[src/hdl/sacl_pkg.sv]
// ---------------------------------------------------------------------------
// sacl_pkg
// Shared constants, types and helpers for the LRU cache tag directory.
// ---------------------------------------------------------------------------
package sacl_pkg;

    // Geometry
    localparam int WAYS    = 2;
    localparam int SETS    = 2;
    localparam int ENTRIES = WAYS * SETS;

    localparam int ADDR_W  = 32;
    localparam int STAMP_W = 32;
    localparam int WAY_W   = (WAYS > 1) ? $clog2(WAYS) : 1;
    localparam int SET_W   = (SETS > 1) ? $clog2(SETS) : 1;
    localparam int ENT_W   = (ENTRIES > 1) ? $clog2(ENTRIES) : 1;
    // tag = address / SETS fits in ADDR_W - floor(log2(SETS)) bits
    localparam int TAG_W   = ADDR_W + 1 - $clog2(SETS + 1);

    localparam int OUT_W   = 8;

    // Sequencer states
    typedef enum logic [3:0] {
        S_IDLE  = 4'b0001,
        S_READ  = 4'b0010,
        S_CMP   = 4'b0100,
        S_WRITE = 4'b1000
    } state_t;

    // Write request into the directory store
    typedef struct packed {
        logic               we;
        logic               tag_we;
        logic [ENT_W-1:0]   addr;
        logic [TAG_W-1:0]   tag;
        logic [STAMP_W-1:0] stamp;
    } wr_req_t;

    // Result of the shared compare unit
    typedef struct packed {
        logic tag_eq;
        logic stamp_lt;
    } cmp_res_t;

    // Flat entry index: set * WAYS + way
    function automatic logic [ENT_W-1:0] entry_index(input logic [SET_W-1:0] set_idx,
                                                     input logic [WAY_W-1:0] way_idx);
        int idx;
        idx = int'(set_idx) * WAYS + int'(way_idx);
        return ENT_W'(idx);
    endfunction

endpackage

[src/hdl/sacl_cmp.sv]
// ---------------------------------------------------------------------------
// sacl_cmp
// Shared compare unit: tag equality and stamp ordering for one way.
// ---------------------------------------------------------------------------
module sacl_cmp
    import sacl_pkg::*;
(
    input  logic [TAG_W-1:0]   rd_tag,
    input  logic [TAG_W-1:0]   req_tag,
    input  logic [STAMP_W-1:0] rd_stamp,
    input  logic [STAMP_W-1:0] best_stamp,
    output cmp_res_t           res
);

    // One equality and one unsigned less-than, reused for every way
    always_comb
    begin
        res.tag_eq   = (rd_tag == req_tag);
        res.stamp_lt = (rd_stamp < best_stamp);
    end

endmodule

[src/hdl/sacl_store.sv]
// ---------------------------------------------------------------------------
// sacl_store
// Directory storage: tag and stamp memories plus per-entry valid flops.
// ---------------------------------------------------------------------------
module sacl_store
    import sacl_pkg::*;
(
    input  logic               clk,
    input  logic               rst_n,
    input  logic [ENT_W-1:0]   rd_addr,
    output logic [TAG_W-1:0]   rd_tag,
    output logic [STAMP_W-1:0] rd_stamp,
    output logic               rd_valid,
    input  wr_req_t            wr
);

    logic [TAG_W-1:0]   tag_mem   [ENTRIES];
    logic [STAMP_W-1:0] stamp_mem [ENTRIES];
    logic [ENTRIES-1:0] valid_reg;
    logic               rd_valid_reg;

    // Memory write port and registered read port
    always_ff @(posedge clk)
    begin
        if (wr.we)
        begin
            stamp_mem[wr.addr] <= wr.stamp;
            if (wr.tag_we)
            begin
                tag_mem[wr.addr] <= wr.tag;
            end
        end
        rd_tag   <= tag_mem[rd_addr];
        rd_stamp <= stamp_mem[rd_addr];
    end

    // Valid bits, cleared at reset
    always_ff @(posedge clk or negedge rst_n)
    begin
        if (!rst_n)
        begin
            valid_reg    <= '0;
            rd_valid_reg <= 1'b0;
        end
        else
        begin
            if (wr.we)
            begin
                valid_reg[wr.addr] <= 1'b1;
            end
            rd_valid_reg <= valid_reg[rd_addr];
        end
    end

    assign rd_valid = rd_valid_reg;

endmodule

[src/hdl/set_assoc_lru_cache_tags.sv]
// ---------------------------------------------------------------------------
// set_assoc_lru_cache_tags
// Tag directory of a set-associative cache with LRU replacement.
// ---------------------------------------------------------------------------
//  channel  | dir | fields (tdata, low bit first)
//  ---------+-----+------------------------------------------------------
//  s_axis   | in  | address[31:0]
//  m_axis   | out | hit, way_used, filled_empty, evicted, 4'b0 padding
//
//  The ways of the set are scanned one at a time (the scan stops at a hit
//  and covers at most WAYS ways): each way is read from the directory
//  memory in S_READ and then checked by one shared compare unit in S_CMP.
//  s_axis_tready is high only while the sequencer is idle; a result waits in
//  the output register while the next request is taken.
//  Reset clears valid bits, access counter and the output valid flag at once.
// ---------------------------------------------------------------------------
module set_assoc_lru_cache_tags
    import sacl_pkg::*;
(
    input  logic              clk,
    input  logic              rst_n,
    input  logic              s_axis_tvalid,
    output logic              s_axis_tready,
    input  logic [ADDR_W-1:0] s_axis_tdata,   // [31:0] address
    output logic              m_axis_tvalid,
    input  logic              m_axis_tready,
    output logic [OUT_W-1:0]  m_axis_tdata    // [0] hit, [1] way_used,
                                              // [2] filled_empty, [3] evicted
);

    state_t             state_reg, state_next;
    logic [SET_W-1:0]   set_reg;
    logic [TAG_W-1:0]   tag_reg;
    logic [WAY_W-1:0]   way_reg;
    logic [STAMP_W-1:0] count_reg;
    logic               hit_reg;
    logic [WAY_W-1:0]   hit_way_reg;
    logic               inv_found_reg;
    logic [WAY_W-1:0]   inv_way_reg;
    logic               have_reg;
    logic [STAMP_W-1:0] best_stamp_reg;
    logic [WAY_W-1:0]   best_way_reg;
    logic               out_valid_reg;
    logic [3:0]         out_flags_reg;

    logic [TAG_W-1:0]   rd_tag;
    logic [STAMP_W-1:0] rd_stamp;
    logic               rd_valid;
    cmp_res_t           cmp;
    wr_req_t            wr;
    logic               in_fire;
    logic               out_free;
    logic               last_way;
    logic               hit_now;
    logic [WAY_W-1:0]   sel_way;

    // Storage and shared compare unit
    sacl_store u_store (
        .clk      (clk),
        .rst_n    (rst_n),
        .rd_addr  (entry_index(set_reg, way_reg)),
        .rd_tag   (rd_tag),
        .rd_stamp (rd_stamp),
        .rd_valid (rd_valid),
        .wr       (wr)
    );

    sacl_cmp u_cmp (
        .rd_tag     (rd_tag),
        .req_tag    (tag_reg),
        .rd_stamp   (rd_stamp),
        .best_stamp (best_stamp_reg),
        .res        (cmp)
    );

    // Handshake helpers
    assign s_axis_tready = (state_reg == S_IDLE);
    assign in_fire       = s_axis_tvalid && s_axis_tready;
    assign out_free      = !out_valid_reg || m_axis_tready;
    assign last_way      = (way_reg == WAY_W'(WAYS - 1));
    assign hit_now       = rd_valid && cmp.tag_eq;

    // Way chosen for the update: hit way, first empty way, or oldest way
    always_comb
    begin
        if (hit_reg)
        begin
            sel_way = hit_way_reg;
        end
        else if (inv_found_reg)
        begin
            sel_way = inv_way_reg;
        end
        else
        begin
            sel_way = best_way_reg;
        end
    end

    // Directory update request
    always_comb
    begin
        wr.we     = (state_reg == S_WRITE) && out_free;
        wr.tag_we = !hit_reg;
        wr.addr   = entry_index(set_reg, sel_way);
        wr.tag    = tag_reg;
        wr.stamp  = count_reg;
    end

    // Next state
    always_comb
    begin
        state_next = state_reg;
        unique case (state_reg)
            S_IDLE:
            begin
                if (in_fire)
                begin
                    state_next = S_READ;
                end
            end
            S_READ:
            begin
                state_next = S_CMP;
            end
            S_CMP:
            begin
                if (hit_now || last_way)
                begin
                    state_next = S_WRITE;
                end
                else
                begin
                    state_next = S_READ;
                end
            end
            S_WRITE:
            begin
                if (out_free)
                begin
                    state_next = S_IDLE;
                end
            end
            default:
            begin
                state_next = S_IDLE;
            end
        endcase
    end

    // Sequencer control state
    always_ff @(posedge clk or negedge rst_n)
    begin
        if (!rst_n)
        begin
            state_reg     <= S_IDLE;
            count_reg     <= '0;
            out_valid_reg <= 1'b0;
        end
        else
        begin
            state_reg <= state_next;
            if (wr.we)
            begin
                count_reg <= count_reg + STAMP_W'(1);
            end
            if (wr.we)
            begin
                out_valid_reg <= 1'b1;
            end
            else if (m_axis_tready)
            begin
                out_valid_reg <= 1'b0;
            end
        end
    end

    // Request registers and scan tracking
    always_ff @(posedge clk)
    begin
        if (in_fire)
        begin
            set_reg       <= SET_W'(s_axis_tdata % SETS);
            tag_reg       <= TAG_W'(s_axis_tdata / SETS);
            way_reg       <= '0;
            hit_reg       <= 1'b0;
            inv_found_reg <= 1'b0;
            have_reg      <= 1'b0;
        end
        else if (state_reg == S_CMP)
        begin
            if (hit_now)
            begin
                hit_reg     <= 1'b1;
                hit_way_reg <= way_reg;
            end
            else
            begin
                if (!rd_valid && !inv_found_reg)
                begin
                    inv_found_reg <= 1'b1;
                    inv_way_reg   <= way_reg;
                end
                if (!have_reg || cmp.stamp_lt)
                begin
                    have_reg       <= 1'b1;
                    best_stamp_reg <= rd_stamp;
                    best_way_reg   <= way_reg;
                end
                if (!last_way)
                begin
                    way_reg <= way_reg + WAY_W'(1);
                end
            end
        end
    end

    // Result register
    always_ff @(posedge clk)
    begin
        if (wr.we)
        begin
            out_flags_reg <= {!hit_reg && !inv_found_reg,
                              !hit_reg && inv_found_reg,
                              sel_way[0],
                              hit_reg};
        end
    end

    assign m_axis_tvalid = out_valid_reg;
    assign m_axis_tdata  = {{(OUT_W - 4){1'b0}}, out_flags_reg};

`ifndef SYNTHESIS
    // Exactly one of hit, fill and evict per result
    a_one_outcome: assert property (@(posedge clk) disable iff (!rst_n)
        m_axis_tvalid |-> $onehot({m_axis_tdata[0], m_axis_tdata[2], m_axis_tdata[3]}))
        else $error("result carries not exactly one outcome");

    // A directory update always produces a result in the next cycle
    a_update_result: assert property (@(posedge clk) disable iff (!rst_n)
        wr.we |=> m_axis_tvalid)
        else $error("directory update without a result");

    // Access counter advances by one per completed request
    a_count_step: assert property (@(posedge clk) disable iff (!rst_n)
        wr.we |=> (count_reg == $past(count_reg) + STAMP_W'(1)))
        else $error("access counter did not advance by one");

    // An accepted request starts the way scan
    a_scan_start: assert property (@(posedge clk) disable iff (!rst_n)
        in_fire |=> (state_reg == S_READ) && (way_reg == '0))
        else $error("request did not start at the first way");
`endif

endmodule
[config.mk]
export PLATFORM = sky130hd
export DESIGN_NAME = set_assoc_lru_cache_tags
export DESIGN_NICKNAME = d
export VERILOG_FILES = /design/src/hdl/sacl_pkg.sv /design/src/hdl/sacl_cmp.sv /design/src/hdl/sacl_store.sv /design/src/hdl/set_assoc_lru_cache_tags.sv
export SDC_FILE = /design/constraint.sdc
export NUM_CORES = 1
export LEC_CHECK = 0
export BUFFER_PORTS_ARGS = -buffer_cell sky130_fd_sc_hd__buf_2
export CORE_MARGIN = 2
export CORE_UTILIZATION = 61
export CTS_BUF_LIST = sky130_fd_sc_hd__clkbuf_16
export DETAILED_ROUTE_END_ITERATION = 16
export GPL_TIMING_DRIVEN = 0
export PLACE_DENSITY = 0.78
export SYNTH_ARGS = -nofsm -noshare
export SYNTH_HDL_FRONTEND = slang
export SYNTH_SLANG_ARGS = --single-unit
[constraint.sdc]
create_clock -name clk -period 4.7 [get_ports clk]
set_clock_uncertainty 0.1 [all_clocks]
set_input_delay 0.47 -clock clk [delete_from_list [all_inputs] [get_ports clk]]
set_output_delay 0.47 -clock clk [all_outputs]
set_load 0.02 [all_outputs]
# Word level (Yosys, flattened, before mapping)
# Memories as Yosys holds them, arrays and structs flattened. A register that Yosys moved wholly into a read port is not among the register bits.
# Index checks and enable logic that the tools add are counted.
# W data, S select, Z words.
[word_totals]
ramBits = 252
output_inout_bits = 10
n_memories = 2
regBits = 117
[op_classes]
n_reduce_logical = 24
order_cmp = 4
n_mux = 18
eq_ne = 7
n_bitwise = 3
n_addsub = 4
[mem_list]
columns = ["memory", "depth", "width", "rd", "rd_clocked_by_memory_dff", "write_ports", "line_no", "text"]
rows = [
  ["u_store.stamp_mem", 4, 32, 1, 1, 1, "sacl_store.sv:18", "logic [STAMP_W-1:0] stamp_mem [ENTRIES];"],
  ["u_store.tag_mem", 4, 31, 1, 1, 1, "sacl_store.sv:17", "logic [TAG_W-1:0] tag_mem [ENTRIES];"],
]
[op_table]
columns = ["operator", "count"]
rows = [
  ["$add A32 B1 Y32 const B", 1],
  ["$lt A32 B32 Y1", 1],
  ["$eq A31 B31 Y1", 1],
  ["$pmux W4 S4", 1],
  ["$mux W1", 12],
  ["$mux W4", 3],
  ["$reduce_and A3 Y1", 3],
  ["$reduce_and A4 Y1", 2],
  ["$logic_and A1 B1 Y1", 7],
  ["$lt A2 B3 Y1 const B", 2],
  ["$reduce_and A2 Y1", 3],
  ["$logic_not A1 Y1", 5],
  ["$add A2 B1 Y2", 2],
  ["$eq A4 B1 Y1 const B", 1],
  ["$eq A4 B2 Y1 const B", 1],
  ["$eq A4 B3 Y1 const B", 1],
  ["$eq A4 B4 Y1 const B", 1],
  ["$or A4 B4 Y4", 1],
  ["$logic_or A1 B1 Y1", 3],
  ["$bmux W1 S2", 1],
  ["$demux W1 S2", 1],
  ["$ge A2 B1 Y1 const B", 1],
  ["$ne A2 B1 Y1 const B", 1],
  ["$ne A2 B2 Y1 const B", 1],
  ["3 further kinds", 4],
]

# Longest topological paths before layout
[depth]
depth_word = 8
mapped_depth = 8
ltp_nobuf = 8

# Cells and area by module
# From an unflattened synthesis, not the netlist that was laid out.
[unflattened]
hier_cells = 805
area_unflattened_um2 = 15806.4
[modules_own_cells]
columns = ["module", "n_inst", "area_each_um2", "seq_area_each_um2", "cells_each"]
rows = [
  ["sacl_store", 1, 10669.0, 8953.6, 413],
  ["set_assoc_lru_cache_tags", 1, 4003.8, 3139.3, 242],
  ["sacl_cmp", 1, 1133.6, 0.0, 150],
]

# Least setup slack after synthesis
# Ideal clock, no wire load.
[synth_path]
kind = "reg-to-reg"
start = "register state_reg[1]"
end = "memory u_store.tag_mem[3][0] in the netlist's numbering, enable pin"
path_stages_with_launch = 7
arrival_time_ns = 3.663
period_less_slack_ns = 4.221
path_slack_ns = 0.479
n_path_buf = 1
setup_ns = 0.458
required_time_ns = 4.142
path_cell_list = "dfrtp_1 > or4b_4 > nand2b_4 > buf_6 > inv_1 > nand2_1 > nor3_1"
[synth_rtl]
columns = ["item", "line_no", "text"]
rows = [
  ["from (decl)", "set_assoc_lru_cache_tags.sv:31", "state_t state_reg, state_next;"],
  ["from (signal assigned)", "set_assoc_lru_cache_tags.sv:162", "state_reg <= state_next;"],
  ["to (decl)", "sacl_store.sv:17", ""],
]

# Worst setup path after layout
[layout_path]
start = "register best_stamp_reg[9]"
end = "register best_stamp_reg[1], enable pin"
[layout_between]
elab_chain_len = 3
[layout_lines]
columns = ["item", "line_no", "text"]
rows = [
  ["from (decl)", "set_assoc_lru_cache_tags.sv:41", "logic [STAMP_W-1:0] best_stamp_reg;"],
  ["from (signal assigned)", "set_assoc_lru_cache_tags.sv:207", "best_stamp_reg <= rd_stamp;"],
  ["$lt A32 B32 Y1", "sacl_cmp.sv:19", "res.stamp_lt = (rd_stamp < best_stamp);"],
  ["$logic_or A1 B1 Y1", "set_assoc_lru_cache_tags.sv:204", "if (!have_reg || cmp.stamp_lt)"],
  ["$reduce_and A4 Y1 (no source line)", "n/a", ""],
]
# Every way passes these cells.
# A chain may end at the register's enable or synchronous reset.

==> results by group <==
Yosys
  • Number of warnings reported in the yosys synthesis log: 0
  • Simple-Gate Fraction of Synth Area: roughly 4.7%
  • Main combinational cell family by area after synthesis: multiplexers
  • Adder and majority gate portion of the synthesized area: under 10%
  • Mean cell area of the mapped netlist: about 19 um2
  • Syn Std Cell Area: approximately 0.016 mm2
  • Post-synthesis sequential area ratio: ~77%
  • Number of enable-type register cells in the synthesized netlist: 323
  • Seq cells post-synth: about 430
  • Area fraction in compound gates after synthesis: roughly 1.3%
  • Synth Area in XOR/XNOR: 3.464%
  • Fraction of registers with async set/reset: 9.722%
  • Instance count of the mapped netlist: 817
  • Multiplexer fraction of the synthesized cell area: 9.259%
  • Top_reg_cell synth: edfxtp_1
  • Unique masters post-synth: 49

Setup path
  • Worst R2R Start: best_stamp_reg[9]
  • Kind of start point of the critical path: register
  • R2R depth: 9
  • Origin of the worst setup path: best_stamp_reg[9]
  • Kind of end point of the critical path: register
  • Critical path class: register to register
  • Setup slack, reg-to-reg: between 1.5 and 2 ns
  • Top Family by Delay on Critical Path: compound AO/OA/AOI/OAI gates
  • Highest net fanout along the worst path: 19
  • WP data arrival: about 3.2 ns
  • Critical path cell sequence: inv_1 -> ha_1 -> a21o_1 -> nand3_1 -> a21oi_1 -> a2111oi_0 -> o31ai_1 -> a31oi_4 -> buf_16
  • Slowest stage cell, crit path: a31oi_4
  • Reg-to-reg endpoint: best_stamp_reg[1]
  • Slowest Stage Delay on Critical Path: approximately 0.66 ns
  • Number of buffer and inverter stages on the critical path: 2
  • WP data required: just under 5 ns

Routing
  • First drt pass iteration count: 5
  • Post-DRT Antenna Nets: 0
  • DR iter-0 viols: roughly 500
  • Total Wirelength: 26160 um
  • Routed wirelength normalized by instance count: just over 20 um
  • Via density per instance: between 5 and 6
  • Number of vias after detailed routing: slightly above 7000
  • Remaining design rule violation count: 0

Pwr
  • Overall Power: 8887 uW
  • Highest ir drop seen on vdd: 376.2 uV
  • Pwr dens: 499.0 mW/mm2
  • Leakage: roughly 0.0063 uW

Flow run
  • Max-capacitance violation count: 0

Timing
  • Final critical-path share of the clock period: between 60% and 70%
  • Final setup vio count: 0
  • Headroom to the max-slew limit: 35.16%
  • Min Tclk post-route: 3.030 ns
  • Worst hold margin: 0.003231 ns
  • Unrepaired setup endpoints after global routing: false
  • Slew of the pin with the lowest slew margin: ~0.97 ns
  • Final number of hold-violating endpoints: 0
  • Slew Limit Fails: 0
  • Upper clock frequency limit: about 330 MHz

Global route
  • Largest net degree at the start of global routing: 43
  • Number of antenna violations at the first check in global routing: 0
  • Overall fraction of global-route tracks in use: 20.20%
  • Number of global-route vias before repair: between 7000 and 8000
  • Wire length of the first global-routing pass: a little over 40000 um
  • Global-route congestion overflow total: 0

CTS
  • CTS tree: yes
  • Setup fix buffers added after clock tree synthesis: 0
  • Cell at the root of the clock tree: clkbuf_16
  • CTS buffer count: 42
  • Source-to-sink clock delay at the later pin of the worst-skew pair: roughly 0.53 ns
  • Worst-case clock buffer depth: 3
  • Reg clk slew, reported paths: 0.06 ns
  • Max H-tree Level: 2
  • Clock Sinks: about 430

Final layout
  • Regs by FF count: u_store.stamp_mem (128), u_store.tag_mem (124)
  • Largest register FFs: approximately 130
  • Largest Register: u_store.stamp_mem
  • Area growth syn-to-layout: 13.63%
  • Filler-free cell count of the finished design: about 1300
  • Fraction of final layout cells with drive strength greater than 1: a little over a fifth
  • Layout fillers: around 1500
  • Final net count: slightly below 1000
  • Ant. Diodes: 0

Place
  • Number of placed cells counting well taps: roughly 1200
  • Half-perimeter wire length after placement: between 15000 and 20000 um
  • Port buffer count: 41
  • Routability congestion estimate from global placement: around 0.76

Die
  • Initial Utilization: roughly 62%
  • I/O pin count: 46
  • Floorplan die height: roughly 160 um
  • Die width: about 160 um
  • Placeable core region: 0.02518 mm2
  • Cell row count: between 50 and 60
  • Area of the die: approximately 0.027 mm2

Status
  • Result of the run: complete, no violations

Hold path
  • Worst hold path class: primary input to async pin
-- layout by cell type (no fill, tap or decap), types with 3 or more instances in the layout --
| cell type | Yosys | final |
|---|---|---|
| a21o_1 | 3 | 3 |
| a21oi_1 | 14 | 14 |
| and3_1 | 4 | 3 |
| and4_1 | 7 | 7 |
| buf_1 | 4 | 4 |
| buf_16 | 0 | 3 |
| buf_2 | 6 | 47 |
| buf_4 | 4 | 4 |
| buf_6 | 1 | 5 |
| clkbuf_1 | 6 | 6 |
| clkbuf_16 | 0 | 43 |
| clkinv_1 | 0 | 9 |
| clkinv_2 | 0 | 7 |
| conb_1 | 1 | 4 |
| dfrtp_1 | 41 | 41 |
| dfxtp_1 | 67 | 67 |
| dlygate4sd3_1 | 0 | 5 |
| edfxtp_1 | 323 | 323 |
| ha_1 | 32 | 32 |
| inv_1 | 38 | 50 |
| inv_2 | 0 | 3 |
| mux4_2 | 64 | 64 |
| nand2_1 | 38 | 38 |
| nand2b_1 | 3 | 3 |
| nand3_1 | 15 | 15 |
| nand4_1 | 20 | 20 |
| nor2_1 | 21 | 18 |
| nor2_4 | 0 | 3 |
| nor2b_1 | 5 | 5 |
| nor3_2 | 1 | 3 |
| nor4_1 | 3 | 3 |
| o21ai_0 | 8 | 8 |
| xnor2_1 | 54 | 54 |
| xor2_1 | 8 | 8 |
-- logic make-up after synthesis --
| kind of cell | after synthesis |
|---|---|
| flops | 432 |
| simple gates | 132 |
| mux | 65 |
| xor+xnor | 62 |
| buf+inv | 59 |
| compound gates | 34 |
| fa+ha+maj | 32 |
| other cells | 1 |
-- worst max-delay path by stage --
stage / to / slack (ns) / cells after the start
final: best_stamp_reg[1] / 1.67 / 9
after global routing: best_stamp_reg[17] / 1.43 / 9
after CTS: best_stamp_reg[16] / 1.63 / 9
after detailed placement: best_stamp_reg[2] / 1.68 / 9
after global placement: u_store.tag_mem[3][3] / -1.25 / 6
after floorplan: u_store.tag_mem[3][0] / 0.48 / 6
-- worst register-to-register path: stages, from the launching register on --
cell and delay [ns]:
edfxtp_1 0.33, inv_1 0.04, ha_1 0.30, a21o_1 0.16, nand3_1 0.08, a21oi_1 0.08, a2111oi_0 0.48, o31ai_1 0.25
a31oi_4 0.66, buf_16 0.24
-- report_power, final --
group	internal, uW	leakage, uW	total, uW	switching (uW)
logic	586	0.00170	1150	568
clock network	1660	0.000666	2980	1330
registers	4520	0.00392	4750	232
total	6760	0.00629	8890	2130
-- per-stage QoR --
step	utilization [%]	cell area, um2	TNS (ns)	worst slack, ns
6_report	70.73	17810	0	1.670
4_1_cts	70.53	17760	0	1.632
3_5_place_dp	65.65	16530	0	1.677
3_3_place_gp	64.75	16300	-91.85	-1.246
5_1_grt	70.73	17810	0	1.426
2_1_floorplan	-	15690	0	0.4789
-- routing by layer --
| layer | up-vias | global-route usage [%] | routed length, um |
|---|---|---|---|
| li1 | 3343 | - | - |
| met1 | 3644 | 26.53 | 10790 |
| met2 | 156 | 34.75 | 13620 |
| met3 | 53 | 3.636 | 1141 |
| met4 | 0 | 6.340 | 612 |
| met5 | - | 0 | 0 |
-- repair_timing --
action                                 4_1_cts  5_1_grt
resized for setup                            0        0
endpoints found under the hold margin        0        5
hold buffers                                 0        5
-- cell type report --
class | count | area [um2] | area share, %
plain buffers | 21 | 108.9 | 0.6112
clock buffers | 43 | 1076 | 6.041
clock inverters | 34 | 153.9 | 0.8641
inverters | 38 | 142.6 | 0.8008
multi-input cells | 329 | 3391 | 19.04
flip-flops and latches | 432 | 12090 | 67.90
well taps | 330 | 412.9 | 2.318
repair buffers | 56 | 432.9 | 2.431
-- cells in the mapped netlist, types with 2 or more instances --
library cell	count	area [um2]
nor2_1	21	78.83
nor3_4	2	32.53
buf_2	6	30.03
dfrtp_1	41	1026
mux4_2	64	1441
or2_2	2	12.51
clkbuf_1	6	22.52
xor2_1	8	70.07
a21o_1	3	22.52
o21ai_0	8	40.04
nor3_1	3	15.01
nand3_1	15	75.07
buf_1	4	15.01
nand2_1	38	142.6
and4_1	7	61.31
dfxtp_1	67	1341
ha_1	32	400.4
nor4_1	3	18.77
nand4_1	20	125.1
nor2b_1	5	31.28
xnor2_1	54	473.0
nand2b_1	3	18.77
and3_1	4	25.02
inv_1	38	142.6
buf_4	4	30.03
edfxtp_1	323	9699
a21oi_1	14	70.07
(Power assumes the default switching activity.)
